===== src/evad_pkg.sv =====
// ----------------------------------------------------------------------------
// evad_pkg
// shared widths, register indexes and reset values of the energy-based
// voice activity detector
// ----------------------------------------------------------------------------
package evad_pkg;

    localparam int SAMPLE_W   = 16;
    localparam int SQ_W       = 31;   // square of a q1.15 sample, at most 2^30
    localparam int SUM_W      = 42;   // q12.30 window sum of squares
    localparam int WIN_W      = 13;
    localparam int HANG_W     = 20;
    localparam int HOLD_W     = 22;
    localparam int CFG_IDX_W  = 2;
    localparam int CFG_DATA_W = 42;

    localparam int MAX_WINDOW_DEFAULT = 4096;

    localparam logic [WIN_W-1:0]  WINDOW_LEN_RST   = 13'd160;
    localparam logic [HANG_W-1:0] HANGOVER_LEN_RST = 20'd8000;
    localparam logic [SUM_W-1:0]  ENERGY_LIMIT_RST = 42'd17179869;

    typedef enum logic [CFG_IDX_W-1:0] {
        REG_WINDOW_LEN   = 2'd0,
        REG_HANGOVER_LEN = 2'd1,
        REG_ENERGY_LIMIT = 2'd2
    } cfg_reg_t;

endpackage


===== src/energy_voice_activity_detector.sv =====
// ----------------------------------------------------------------------------
// energy_voice_activity_detector
// energy-based voice activity detector with hangover, one result per sample
// ----------------------------------------------------------------------------
// Each accepted sample gives exactly one result transaction carrying
// voice_start, voice_end and active. The block takes one sample per clock
// cycle while no result is stalled. Each sample lands in the input register;
// then the 16x16 square, the saturating window accumulate, the limit
// compare and the hangover update run as combinational logic between the
// input register and the result register, where they land. A stalled result
// freezes the whole pipe, and sample_stall follows from it in the same cycle.
// The squared-sum test sum >= energy_limit stands in for rms >= threshold,
// so program energy_limit as threshold^2 * window_len in q2.30 units. A window
// length of zero acts as one, a length above MAX_WINDOW acts as MAX_WINDOW,
// and the window sum saturates at 2^42 - 1. Registers are written through the
// cfg port (index 0 window_len, 1 hangover_len, 2 energy_limit, 3 ignored);
// cfg_ready is always high, and writes are meant for when the block is idle.
// ----------------------------------------------------------------------------
module energy_voice_activity_detector #(
    parameter int MAX_WINDOW = evad_pkg::MAX_WINDOW_DEFAULT
) (
    input  logic                                   clk,
    input  logic                                   rst_n,

    // sample channel
    input  logic                                   sample_valid,
    output logic                                   sample_stall,
    input  logic signed [evad_pkg::SAMPLE_W-1:0]   sample,

    // result channel
    output logic                                   result_valid,
    input  logic                                   result_stall,
    output logic                                   voice_start,
    output logic                                   voice_end,
    output logic                                   active,

    // register write channel
    input  logic                                   cfg_valid,
    output logic                                   cfg_ready,
    input  logic [evad_pkg::CFG_IDX_W-1:0]         cfg_index,
    input  logic [evad_pkg::CFG_DATA_W-1:0]        cfg_data
);

    localparam int WIN_W  = evad_pkg::WIN_W;
    localparam int SUM_W  = evad_pkg::SUM_W;
    localparam int SQ_W   = evad_pkg::SQ_W;
    localparam int HANG_W = evad_pkg::HANG_W;
    localparam int HOLD_W = evad_pkg::HOLD_W;

    // configuration registers
    logic [WIN_W-1:0]  window_len_reg;
    logic [HANG_W-1:0] hangover_len_reg;
    logic [SUM_W-1:0]  energy_limit_reg;

    // pipe control: everything moves unless a result is held back
    logic advance;

    // input register and square
    logic                                   in_valid_reg;
    logic signed [evad_pkg::SAMPLE_W-1:0]   sample_reg;
    logic signed [2*evad_pkg::SAMPLE_W-1:0] product;
    logic [SQ_W-1:0]                        sq;

    // detector state
    logic [SUM_W-1:0]  energy_sum_reg,  energy_sum_next;
    logic [WIN_W-1:0]  window_fill_reg, window_fill_next;
    logic [HOLD_W-1:0] hold_left_reg,   hold_left_next;
    logic              is_active_reg,   is_active_next;

    // result register
    logic result_valid_reg;
    logic voice_start_reg, voice_start_next;
    logic voice_end_reg,   voice_end_next;

    // accumulate and decide
    logic [SUM_W:0]   sum_wide;
    logic [SUM_W-1:0] sum_sat;
    logic [WIN_W-1:0] fill_inc;
    logic [WIN_W-1:0] win_eff;
    logic             window_done;
    logic             loud;

    assign advance      = !(result_valid_reg && result_stall);
    assign sample_stall = !advance;
    assign cfg_ready    = 1'b1;

    assign result_valid = result_valid_reg;
    assign voice_start  = voice_start_reg;
    assign voice_end    = voice_end_reg;
    assign active       = is_active_reg;

    // ---------------- register writes ----------------
    always_ff @(posedge clk or negedge rst_n)
    begin
        if (!rst_n)
        begin
            window_len_reg   <= evad_pkg::WINDOW_LEN_RST;
            hangover_len_reg <= evad_pkg::HANGOVER_LEN_RST;
            energy_limit_reg <= evad_pkg::ENERGY_LIMIT_RST;
        end
        else if (cfg_valid && cfg_ready)
        begin
            unique case (cfg_index)
                evad_pkg::REG_WINDOW_LEN:   window_len_reg   <= cfg_data[WIN_W-1:0];
                evad_pkg::REG_HANGOVER_LEN: hangover_len_reg <= cfg_data[HANG_W-1:0];
                evad_pkg::REG_ENERGY_LIMIT: energy_limit_reg <= cfg_data[SUM_W-1:0];
                default:                    ; // unused index, write dropped
            endcase
        end
    end

    // ---------------- input register ----------------
    always_ff @(posedge clk or negedge rst_n)
    begin
        if (!rst_n)
        begin
            in_valid_reg <= 1'b0;
        end
        else if (advance)
        begin
            in_valid_reg <= sample_valid;
        end
    end

    always_ff @(posedge clk)
    begin
        if (advance && sample_valid)
        begin
            sample_reg <= sample;
        end
    end

    // square is never negative and never above 2^30
    assign product = sample_reg * sample_reg;
    assign sq      = product[SQ_W-1:0];

    // ---------------- accumulate, compare, hangover ----------------
    always_comb
    begin
        // effective window: zero acts as one, clamp at MAX_WINDOW
        if (window_len_reg == '0)
            win_eff = WIN_W'(1);
        else if (32'(window_len_reg) > 32'(MAX_WINDOW))
            win_eff = WIN_W'(MAX_WINDOW);
        else
            win_eff = window_len_reg;

        // saturating sum of squares
        sum_wide = {1'b0, energy_sum_reg} + (SUM_W+1)'(sq);
        sum_sat  = sum_wide[SUM_W] ? {SUM_W{1'b1}} : sum_wide[SUM_W-1:0];

        fill_inc    = window_fill_reg + WIN_W'(1);
        window_done = (fill_inc >= win_eff);
        loud        = (sum_sat >= energy_limit_reg);

        energy_sum_next  = sum_sat;
        window_fill_next = fill_inc;
        hold_left_next   = hold_left_reg;
        is_active_next   = is_active_reg;
        voice_start_next = 1'b0;
        voice_end_next   = 1'b0;

        if (window_done)
        begin
            energy_sum_next  = '0;
            window_fill_next = '0;
            priority if (loud)
            begin
                hold_left_next = HOLD_W'(hangover_len_reg);
                is_active_next = 1'b1;
                voice_start_next = !is_active_reg;
            end
            else if (hold_left_reg != '0)
            begin
                // hangover runs down by one window, floored at zero
                if (hold_left_reg > HOLD_W'(win_eff))
                    hold_left_next = hold_left_reg - HOLD_W'(win_eff);
                else
                    hold_left_next = '0;
                is_active_next = 1'b1;
            end
            else if (is_active_reg)
            begin
                is_active_next = 1'b0;
                voice_end_next = 1'b1;
            end
        end
    end

    always_ff @(posedge clk or negedge rst_n)
    begin
        if (!rst_n)
        begin
            result_valid_reg <= 1'b0;
            energy_sum_reg   <= '0;
            window_fill_reg  <= '0;
            hold_left_reg    <= '0;
            is_active_reg    <= 1'b0;
            voice_start_reg  <= 1'b0;
            voice_end_reg    <= 1'b0;
        end
        else if (advance)
        begin
            result_valid_reg <= in_valid_reg;
            if (in_valid_reg)
            begin
                energy_sum_reg  <= energy_sum_next;
                window_fill_reg <= window_fill_next;
                hold_left_reg   <= hold_left_next;
                is_active_reg   <= is_active_next;
                voice_start_reg <= voice_start_next;
                voice_end_reg   <= voice_end_next;
            end
        end
    end

endmodule


===== config.mk =====
export PLATFORM = sky130hd
export DESIGN_NAME = energy_voice_activity_detector
export DESIGN_NICKNAME = d
export VERILOG_FILES = /design/src/evad_pkg.sv /design/src/energy_voice_activity_detector.sv
export SDC_FILE = /design/constraint.sdc
export NUM_CORES = 1
export LEC_CHECK = 0
export BUFFER_PORTS_ARGS = -buffer_cell sky130_fd_sc_hd__buf_2
export CORE_AREA = 3 3 229 231
export DETAILED_ROUTE_END_ITERATION = 12
export DIE_AREA = 0 0 232 234
export PLACE_DENSITY = 0.6
export SLEW_MARGIN = 15
export SYNTH_ARGS = -nofsm -noshare
export SYNTH_HDL_FRONTEND = slang
export SYNTH_SLANG_ARGS = --single-unit

===== constraint.sdc =====
create_clock -name clk -period 11.8 [get_ports clk]
set_input_delay 0.59 -clock clk [delete_from_list [all_inputs] [get_ports clk]]
set_output_delay 0.59 -clock clk [all_outputs]
set_load 0.03 [all_outputs]

After elaboration in Yosys (flattened, before gate mapping)
Index checks and enable logic that the tools add are counted.
{"block": "word_totals", "inputBits": 65, "out_inout_bits": 6, "elab_cells": 53, "reg_bits": 173}
{"block": "classes", "n_reduce_logical": 14, "n_mul": 1, "n_mux": 16, "bitwise_logic": 1, "order_cmp": 4, "n_addsub": 3, "eq_ne": 2}
{"cell": "2-to-1 mux 42 bit", "n": 2}
{"cell": "2-to-1 mux 22 bit", "n": 3}
{"cell": "adder 42 x 31 -> 43 bit", "n": 1}
{"cell": "greater-or-equal comparator 42 bit", "n": 1}
{"cell": "2-to-1 mux 13 bit", "n": 3}
{"cell": "multiplier 16 x 16 -> 31 bit", "n": 1}
{"cell": "greater-than comparator 22 x 13 -> 1 bit", "n": 1}
{"cell": "nonzero test 22 bit", "n": 1}
{"cell": "subtractor 22 x 13 -> 22 bit", "n": 1}
{"cell": "adder 13 x 1 -> 13 bit, second input constant", "n": 1}
{"cell": "greater-or-equal comparator 13 bit", "n": 1}
{"cell": "greater-than comparator 13 bit, second input constant", "n": 1}
{"cell": "zero test 13 bit", "n": 1}
{"cell": "2-to-1 mux 1 bit", "n": 8}
{"cell": "AND reduction 2 bit", "n": 4}
{"cell": "AND reduction 4 bit", "n": 1}
{"cell": "AND reduction 3 bit", "n": 1}
{"cell": "equality test 2 x 1 -> 1 bit, second input constant", "n": 1}
{"cell": "equality test 2 bit, second input constant", "n": 1}
{"cell": "logical AND 1 bit", "n": 2}
{"cell": "zero test 1 bit", "n": 2}
{"cell": "zero test 2 bit", "n": 1}
{"cell": "nonzero test 2 bit", "n": 1}
{"cell": "NOT 1 bit", "n": 1}

Depth between registers and ports, before layout
Gate-level depths: netlist of the first run.
{"block": "logic_depth", "word_depth": 7, "mapped_depth": 47}

Least setup slack after synthesis of the first run
OpenSTA, ideal clock, no wires.
{"block": "synth_path", "path_kind": "register -> register", "from": "register sample_reg[4] (netlist name)", "to": "register hold_left_reg[18]", "n_path_buf": 3, "slack_ns": 1.368, "synth_period_minus_slack_ns": 10.432, "stages_incl_launch_ff": 42, "t_arrival_ns": 10.306, "path_cell_list": "edfxtp_1 > clkbuf_1 > clkbuf_1 > nand2_1 > fa_1 > fa_1 > fa_1 > inv_1 > fa_1 > fa_1 > inv_1 > fa_1 > inv_1 > ha_1 > and4_1 > and3_1 > o211ai_1 > nand3_1 > (+6 left out) > a21oi_1 > o21ai_0 > and3_1 > a21oi_1 > o21ai_2 > nand2_1 > buf_2 > nand2_1 > ha_1 > a21oi_1 > o21ai_0 > a221o_1 > a2111o_1 > a211oi_2 > a21boi_1 > or2_4 > and2_4 > a221o_1"}
{"block": "synth_between", "elab_chain_len": 6, "elab_cells_between_ends": 7, "classes_between": "add/sub: 1; mul: 1; order compare: 1; mux: 2; reduce/logical: 2"}
{"item": "start: declaration", "line_no": "energy_voice_activity_detector.sv:60", "text": "logic signed [evad_pkg::SAMPLE_W-1:0] sample_reg;"}
{"item": "start signal: assignment", "line_no": "energy_voice_activity_detector.sv:129", "text": "sample_reg <= sample;"}
{"item": "multiplier 16 x 16 -> 31 bit (*)", "line_no": "energy_voice_activity_detector.sv:134", "text": "assign product = sample_reg * sample_reg;"}
{"item": "adder 42 x 31 -> 43 bit (*)", "line_no": "energy_voice_activity_detector.sv:149", "text": "sum_wide = {1'b0, energy_sum_reg} + (SUM_W+1)'(sq);"}
{"item": "2-to-1 mux 42 bit (*)", "line_no": "energy_voice_activity_detector.sv:150", "text": "sum_sat = sum_wide[SUM_W] ? {SUM_W{1'b1}} : sum_wide[SUM_W-1:0];"}
{"item": "greater-or-equal comparator 42 bit (*)", "line_no": "energy_voice_activity_detector.sv:154", "text": "loud = (sum_sat >= energy_limit_reg);"}
{"item": "nonzero test 2 bit (no line)"}
{"item": "AND reduction 4 bit (no line)"}
{"item": "end signal: assignment", "line_no": "energy_voice_activity_detector.sv:209", "text": "hold_left_reg <= hold_left_next;"}
{"item": "end: declaration", "line_no": "energy_voice_activity_detector.sv:67", "text": "logic [HOLD_W-1:0] hold_left_reg, hold_left_next;"}
Every way passes the cells marked *; elsewhere a longest branch is shown, timed or not.
A chain may end at the register's enable or synchronous reset.

Final worst setup path of the first run
{"block": "layout_path", "from": "register sample_reg[3] (netlist name)", "to": "register hold_left_reg[17]"}
The elaborated chain is that of the path after synthesis.

==> out/summary.log, run 1 <==
[worst_setup_path] crit path kind flip-flop to flip-flop
[grt] Tot GR Track Use 18.7%
[worst_setup_path] Critical Path Slowest Stage Cell sky130_fd_sc_hd__fa_1
[yosys] post-synthesis instance area 19700 µm²
[placement] Post-DP Area 20800 µm²
[worst_setup_path] arrival time reported for the critical path endpoint 11600 ps
[sta] Post-Route Hold Slack 129 ps
[clock_network] clock root buffer sky130_fd_sc_hd__clkbuf_16
[floorplan] die area 54300 µm²
[cells_and_area] area growth from synthesis to layout 10.2%
[floorplan] core region area 50300 µm²
[worst_setup_path] terminus of the critical flop-to-flop path hold_left_reg[17]
[worst_setup_path] setup slack on the worst flop-to-flop path 570 ps
[yosys] total nets after synthesis 2559
[worst_setup_path] Buf/Inv on CP 7
[floorplan] Starting Density 39.1%
[grt] total congestion overflow 0
[placement] quantity of I/O buffers inserted on ports 69
[clock_network] clock net sink count 173
[cells_and_area] layout cells sized above 1 13.2%
[clock_network] CTS Hold Bufs 0
[detailed_routing] via density per instance 5.10
[floorplan] Ports 71
[worst_setup_path] r2r startpoint sample_reg[3]
[grt] wire length of the first global-routing pass 80400 µm
[detailed_routing] post-route DRC violation count 0
[cells_and_area] total of fill cells in the finished design 4927
[floorplan] site row count 82
[detailed_routing] wire length per cell after detailed routing 16.9 µm
[grt] initial antenna violation count 0
[yosys] sequential cell area fraction in the yosys report 22.6%
[job] max cap viols 0
[yosys] cell count after synthesis 2079
[clock_network] clock-pin slew on the worst setup and hold paths 80 ps
[sta] Worst slew margin 24.7%
[cells_and_area] number of inserted diodes 0
[detailed_routing] Pre-Repair DR Iteration Count 6
[detailed_routing] violation count after the first detailed-route iteration 859
[sta] slack of the critical path 572 ps
[sta] Setup Total Neg Slack 0 ps
[yosys] average cell area after synthesis 9.45 µm²
[floorplan] die width 232 µm
[outcome] result of the run completed
[yosys] Synth Register Bits 173
[worst_setup_path] depth of the worst register-to-register path 40
[clock_network] CTS H-tree depth 4
[sta] Final Max Slew Viols 0
[sta] minimum period implied by the final worst setup slack 11230 ps
[worst_setup_path] largest incremental delay on the critical path 550 ps
[yosys] main flop type after synthesis sky130_fd_sc_hd__dfrtp_1
[sta] fmax 0.0891 GHz
[sta] Slew @ Worst Pin 1130 ps
[sta] number of endpoints failing setup at the final stage 0
[grt] largest net degree at the start of global routing 81
[worst_setup_path] peak fanout along the critical path 22
[sta] Final Skew 20.8 ps
[grt] number of global-route vias before repair 15200
[worst_setup_path] required time worst endpoint 12170 ps
[min_path] Hold/Removal Path Class primary input to asynchronous set/reset pin
[detailed_routing] final wirelength 48000 µm
[yosys] proportion of synthesized flip-flops having asynchronous set or reset 90.8%
[worst_setup_path] most frequent cell on the critical path sky130_fd_sc_hd__fa_1
[placement] Setup WS pre-CTS 172 ps
[clock_network] number of buffers created by CTS 17
[sta] fin crit share 95.2%
[worst_setup_path] crit-path leading delay family adder cells
[yosys] post-synth cell types 79
[yosys] Yosys Warn Count 0
[floorplan] vertical extent of the die 234 µm
[clock_network] CTS tree done
[yosys] EDFF count, synth 16
[sta] Fin. Hold Viols 0
[clock_network] clock latency of the later-clocked register in the worst-skew pair 490 ps
[detailed_routing] number of vias in the routed layout 14500
[clock_network] Max clock buf depth 2
[worst_setup_path] CP endpoint kind flip-flop
[worst_setup_path] startpoint type of the worst setup path flip-flop
[detailed_routing] post-route antenna net violation count 0
[cells_and_area] Total Nets Final 2639
[placement] dpl hpwl 38500 µm
[placement] RePlAce Congestion 0.902
[cells_and_area] Post-Layout Inst Area 21700 µm²
==> repair_timing <==
| action | 4_1_cts | 5_1_grt |
|---|---|---|
| buffers inserted | 0 | 33 |
| endpoints found under the hold margin | 0 | 0 |
| gates resized for setup | 0 | 7 |
| setup endpoints to repair | 0 | 25 |
==> cells in the final DEF (no fill, tap or decap), types with 5 or more instances in the layout <==
master                      instances
sky130_fd_sc_hd__fa_1             228
sky130_fd_sc_hd__and4_1             7
sky130_fd_sc_hd__nand2b_1           9
sky130_fd_sc_hd__dfrtp_1          138
sky130_fd_sc_hd__edfxtp_1          16
sky130_fd_sc_hd__a221o_1            7
sky130_fd_sc_hd__xor2_1            37
sky130_fd_sc_hd__nor3_1            12
sky130_fd_sc_hd__dfstp_2           19
sky130_fd_sc_hd__o211ai_1          14
sky130_fd_sc_hd__nand2_1          188
sky130_fd_sc_hd__clkbuf_16         17
sky130_fd_sc_hd__buf_4             56
sky130_fd_sc_hd__buf_2             68
sky130_fd_sc_hd__and3_1            18
sky130_fd_sc_hd__ha_1             187
sky130_fd_sc_hd__nand4_1           21
sky130_fd_sc_hd__mux2_2            77
sky130_fd_sc_hd__nand3_1           34
sky130_fd_sc_hd__xnor2_1           57
sky130_fd_sc_hd__and2_1            55
sky130_fd_sc_hd__a211oi_1          12
sky130_fd_sc_hd__a21o_1            35
sky130_fd_sc_hd__a31oi_1           17
sky130_fd_sc_hd__o21a_1            13
sky130_fd_sc_hd__a31o_2            10
sky130_fd_sc_hd__a221oi_1           9
sky130_fd_sc_hd__a21oi_1           86
sky130_fd_sc_hd__a22o_1            31
sky130_fd_sc_hd__nor2b_1            9
sky130_fd_sc_hd__or2_2              5
sky130_fd_sc_hd__nor4_1             7
sky130_fd_sc_hd__o21bai_1          12
sky130_fd_sc_hd__clkinv_8           5
sky130_fd_sc_hd__inv_1            392
sky130_fd_sc_hd__nor2_1           115
sky130_fd_sc_hd__o21ai_0           59
==> layer usage <==
layer,global-route usage (%),share of wire (%),vias up
met3,3.09,4.8,45
met1,26.5,47,7121
met4,4.74,1.7,0
li1,-,-,7036
met5,0,0,-
met2,29.8,46,311
==> through the flow <==
| step | std cells | util [%] |
|---|---|---|
| floorplan | 2079 | - |
| global placement | 2779 | 41.3 |
| detailed placement | 2779 | 41.3 |
| CTS | 2811 | 42.5 |
| global route | 2844 | 43.1 |
| finish | 2844 | 43.1 |
==> cells by family (layout without fill, tap and decap cells) <==
group	Yosys count	count (layout)	share of synthesized area, %
other cells	1	1	0.0191
flops	173	173	22.6
mux	78	78	4.46
xor+xnor	94	94	4.19
fa+ha+maj	415	415	35.1
simple gates	499	499	12.0
buf+inv	457	550	8.94
compound gates	362	362	12.7
==> final cells by class <==
cell class / count / area, µm² / area share, %
clock buffers: 17 / 425 / 1.96
clock inverters: 15 / 183 / 0.843
inverters: 392 / 1470 / 6.79
multi-input cells: 1449 / 13500 / 62.4
flip-flops and latches: 173 / 4430 / 20.5
well taps: 672 / 841 / 3.88
repair buffers: 126 / 792 / 3.66
==> worst max-delay path by stage <==
stage / slack, ps / depth (start not counted) / from / end
floorplan: 1370 / 41 / sample_reg[4] / hold_left_reg[18]
global placement: 410 / 38 / sample_reg[2] / hold_left_reg[18]
detailed placement: 170 / 39 / sample_reg[2] / hold_left_reg[17]
CTS: 170 / 38 / sample_reg[12] / hold_left_reg[18]
global route: -60 / 42 / sample_reg[7] / hold_left_reg[18]
finish: 570 / 40 / sample_reg[3] / hold_left_reg[17]
==> synth_stat cells (all sizes together) (14+ instances only) <==
| cell type | n | area share [%] |
|---|---|---|
| nand2 | 189 | 3.6 |
| buf | 14 | 0.48 |
| inv | 392 | 7.5 |
| a22o | 31 | 1.4 |
| nor2 | 115 | 2.2 |
| xnor2 | 57 | 2.5 |
| ha | 187 | 12 |
| nand4 | 21 | 0.67 |
| o211ai | 14 | 0.53 |
| a211oi | 14 | 0.56 |
| dfstp | 19 | 2.5 |
| fa | 228 | 23 |
| xor2 | 37 | 1.6 |
| mux2 | 77 | 4.4 |
| nand3 | 34 | 0.87 |
| clkbuf | 51 | 0.97 |
| and2 | 56 | 1.8 |
| edfxtp | 16 | 2.4 |
| a31oi | 17 | 0.54 |
| a21o | 35 | 1.3 |
| a21oi | 86 | 2.2 |
| and3 | 18 | 0.57 |
| o21ai | 61 | 1.6 |
| dfrtp | 138 | 18 |
Power of run 1 is left out: the tool's default activity adds up to more than one toggle a clock period on the data nets, which glitch-free logic cannot reach.
==> run 2: changes to the inputs <==
--- a/config.mk
+++ b/config.mk
@@ -5,11 +5,13 @@
 export SDC_FILE = /design/constraint.sdc
 export NUM_CORES = 1
 export LEC_CHECK = 0
+export ABC_AREA = 1
 export BUFFER_PORTS_ARGS = -buffer_cell sky130_fd_sc_hd__buf_2
-export CORE_AREA = 3 3 229 231
+export CORE_AREA = 3 3 241 243
 export DETAILED_ROUTE_END_ITERATION = 12
-export DIE_AREA = 0 0 232 234
+export DIE_AREA = 0 0 244 246
 export PLACE_DENSITY = 0.6
+export REMOVE_ABC_BUFFERS = 1
 export SLEW_MARGIN = 15
 export SYNTH_ARGS = -nofsm -noshare
 export SYNTH_HDL_FRONTEND = slang
==> run 2 against run 1 <==
Effect of this change:
- utilization shrank 1.3 points
- via count grew 25%
- flip-flop and latch count is the same
- first-iteration DRC count grew 20%
- fmax grew 3.4%
- final cell count grew 34%
- synthesized cell count grew 44%
- clock skew grew 4.1 ps
- critical path type unchanged
- design area grew 8.4%
- highest routed layer unchanged
- register-to-register slack gained 370 ps
==> out/summary.log, run 2 <==
[placement] dpl hpwl 46900 µm
[detailed_routing] final wirelength 57100 µm
[worst_setup_path] crit path from sample_reg[15]
[yosys] Synth Register Bits 173
[clock_network] CTS Hold Bufs 0
[worst_setup_path] arrival time reported for the critical path endpoint 11210 ps
[detailed_routing] post-route DRC violation count 0
[worst_setup_path] depth of the worst register-to-register path 38
[cells_and_area] number of inserted diodes 0
[yosys] Yosys top cell area share 21.0%
[cells_and_area] final cell count without fillers 3799
[yosys] leading cell types by count after synthesis 881 x sky130_fd_sc_hd__nand2_1, 670 x sky130_fd_sc_hd__inv_1, 228 x sky130_fd_sc_hd__fa_1, 201 x sky130_fd_sc_hd__nor2_1, 187 x sky130_fd_sc_hd__ha_1
[placement] RePlAce Congestion 0.944
[worst_setup_path] r2r startpoint sample_reg[15]
[worst_setup_path] CP endpoint kind flip-flop
[grt] initial antenna violation count 1
[clock_network] CTS tree done
[sta] fmax 0.0921 GHz
[cells_and_area] most common cell after layout, fill and taps aside sky130_fd_sc_hd__nand2_1
[floorplan] core region area 56200 µm²
[min_path] Hold/Removal Path Class primary input to asynchronous set/reset pin
[floorplan] die area 60000 µm²
[grt] Tot GR Track Use 20.0%
[yosys] leading cell types by total area after synthesis sky130_fd_sc_hd__fa_1 21%, sky130_fd_sc_hd__dfrtp_1 16%, sky130_fd_sc_hd__nand2_1 15%
[clock_network] CTS H-tree depth 4
[yosys] sequential cell area fraction in the yosys report 20.4%
[grt] wire length of the first global-routing pass 96000 µm
[yosys] library cell occupying the most area in the post-synthesis netlist sky130_fd_sc_hd__fa_1
[yosys] cell count after synthesis 2999
[worst_setup_path] peak fanout along the critical path 22
[cells_and_area] total of fill cells in the finished design 6017
[floorplan] die width 244 µm
[clock_network] clock root buffer sky130_fd_sc_hd__clkbuf_16
[worst_setup_path] Critical Path Slowest Stage Cell sky130_fd_sc_hd__edfxtp_1
[grt] number of global-route vias before repair 18500
[floorplan] site row count 87
[placement] Post-Place Cells 3767
[clock_network] Resized cells post-CTS 0
[outcome] result of the run completed
[sta] Worst slew margin 35.3%
[sta] Fin. Hold Viols 0
[yosys] Yosys Warn Count 0
[detailed_routing] violation count after the first detailed-route iteration 1028
[detailed_routing] Pre-Repair DR Iteration Count 5
[floorplan] vertical extent of the die 246 µm
[sta] minimum period implied by the final worst setup slack 10850 ps
[worst_setup_path] largest incremental delay on the critical path 830 ps
[clock_network] clock latency of the later-clocked register in the worst-skew pair 490 ps
[worst_setup_path] terminus of the critical flop-to-flop path active
[job] max cap viols 0
[detailed_routing] number of vias in the routed layout 18100
[worst_setup_path] crit path kind flip-flop to flip-flop
[placement] quantity of I/O buffers inserted on ports 69
[sta] number of endpoints failing setup at the final stage 0
[cells_and_area] highest-count cells in the layout ignoring fill and taps 880 x sky130_fd_sc_hd__nand2_1, 670 x sky130_fd_sc_hd__inv_1, 228 x sky130_fd_sc_hd__fa_1, 200 x sky130_fd_sc_hd__nor2_1, 187 x sky130_fd_sc_hd__ha_1
[worst_setup_path] setup slack on the worst flop-to-flop path 950 ps
[sta] Final Skew 24.9 ps
[yosys] post-synthesis instance area 21800 µm²
[clock_network] Max clock buf depth 2
[sta] Final Max Slew Viols 0
[placement] Post-DP Area 22900 µm²
[worst_setup_path] critical path capture point active
[yosys] main flop type after synthesis sky130_fd_sc_hd__dfrtp_1
[yosys] EDFF count, synth 16
[yosys] most instantiated library cell after synthesis sky130_fd_sc_hd__nand2_1
[worst_setup_path] startpoint type of the worst setup path flip-flop
[cells_and_area] Post-Layout Inst Area 23500 µm²
[clock_network] clock net sink count 173
[yosys] proportion of synthesized flip-flops having asynchronous set or reset 90.8%
[clock_network] number of buffers created by CTS 17
[grt] largest net degree at the start of global routing 85
[grt] total congestion overflow 0
[cells_and_area] area growth from synthesis to layout 7.79%
[cells_and_area] layout cells sized above 1 6.28%
[yosys] average cell area after synthesis 7.26 µm²
[sta] fin crit share 92.0%
[yosys] post-synth cell types 52
[floorplan] Starting Density 38.8%
[detailed_routing] wire length per cell after detailed routing 15.0 µm
[sta] Setup Total Neg Slack 0 ps
[detailed_routing] via density per instance 4.76
[clock_network] Post-CTS Setup Repair Bufs 0
[clock_network] clock-pin slew on the worst setup and hold paths 80 ps
[sta] Slew @ Worst Pin 971 ps
[detailed_routing] post-route antenna net violation count 0
[worst_setup_path] required time worst endpoint 12150 ps
[worst_setup_path] most frequent cell on the critical path sky130_fd_sc_hd__a21oi_1
[cells_and_area] Total Nets Final 3510
[sta] setup repair after global routing missed its margin false
[floorplan] Ports 71
## run 2: final cells by class
type,count,area [µm²],area share [%]
clock buffer,19,433,1.84
clock inverter,13,155,0.661
inverter,681,2560,10.9
multi-input combinational,2071,14500,61.7
sequential,173,4430,18.9
tap,756,946,4.03
timing repair buffer,86,479,2.04
## run 2: metrics by stage
| stage | worst slack, ps | hold WS [ps] | utilization, % |
|---|---|---|---|
| floorplan | 2550 | 294 | - |
| global placement | 1110 | 448 | 40.7 |
| detailed placement | 1030 | 451 | 40.7 |
| CTS | 951 | 171 | 41.8 |
| global route | 29.2 | 214 | 41.8 |
| finish | 946 | 162 | 41.8 |
## run 2: critical path: cells and delay by family, from the launching register on
family | cells | cell delay, ps
AO/OA/AOI/OAI | 10 | 2210
XOR/XNOR | 1 | 150
AND/OR/NAND/NOR | 12 | 2280
adder cells (fa/ha/maj) | 9 | 4110
buffers and inverters | 6 | 1090
flip-flops | 1 | 830
## run 2: cell families after synthesis
kind of cell / count (synthesis) / share of synthesized area [%]
other: 1 / 0.0172
flip-flops: 173 / 20.4
buffers and inverters: 755 / 13.2
XOR/XNOR: 81 / 3.26
AO/OA/AOI/OAI: 274 / 6.84
AND/OR/NAND/NOR: 1300 / 24.6
adder cells (fa/ha/maj): 415 / 31.7
## run 2: how the worst min path moves through the flow
stage                       startpoint                end  slack [ps]  cells past startpoint
after floorplan                  rst_n             active         290                      0
after global placement    in_valid_reg       result_valid         450                      2
after detailed placement  in_valid_reg       result_valid         450                      2
after CTS                        rst_n  hold_left_reg[15]         170                      1
after global routing             rst_n  hold_left_reg[15]         210                      1
final                            rst_n  hold_left_reg[15]         160                      1
## run 2: metal layers
layer  routed length [µm]  vias up  GRT usage, %
met4                 1140        0          4.89
met2                26200      381          33.1
met5                    0        -             0
met3                 2530       62          2.82
li1                     -     9133             -
met1                27200     8525          27.8
Power of run 2 is left out for the same reason.
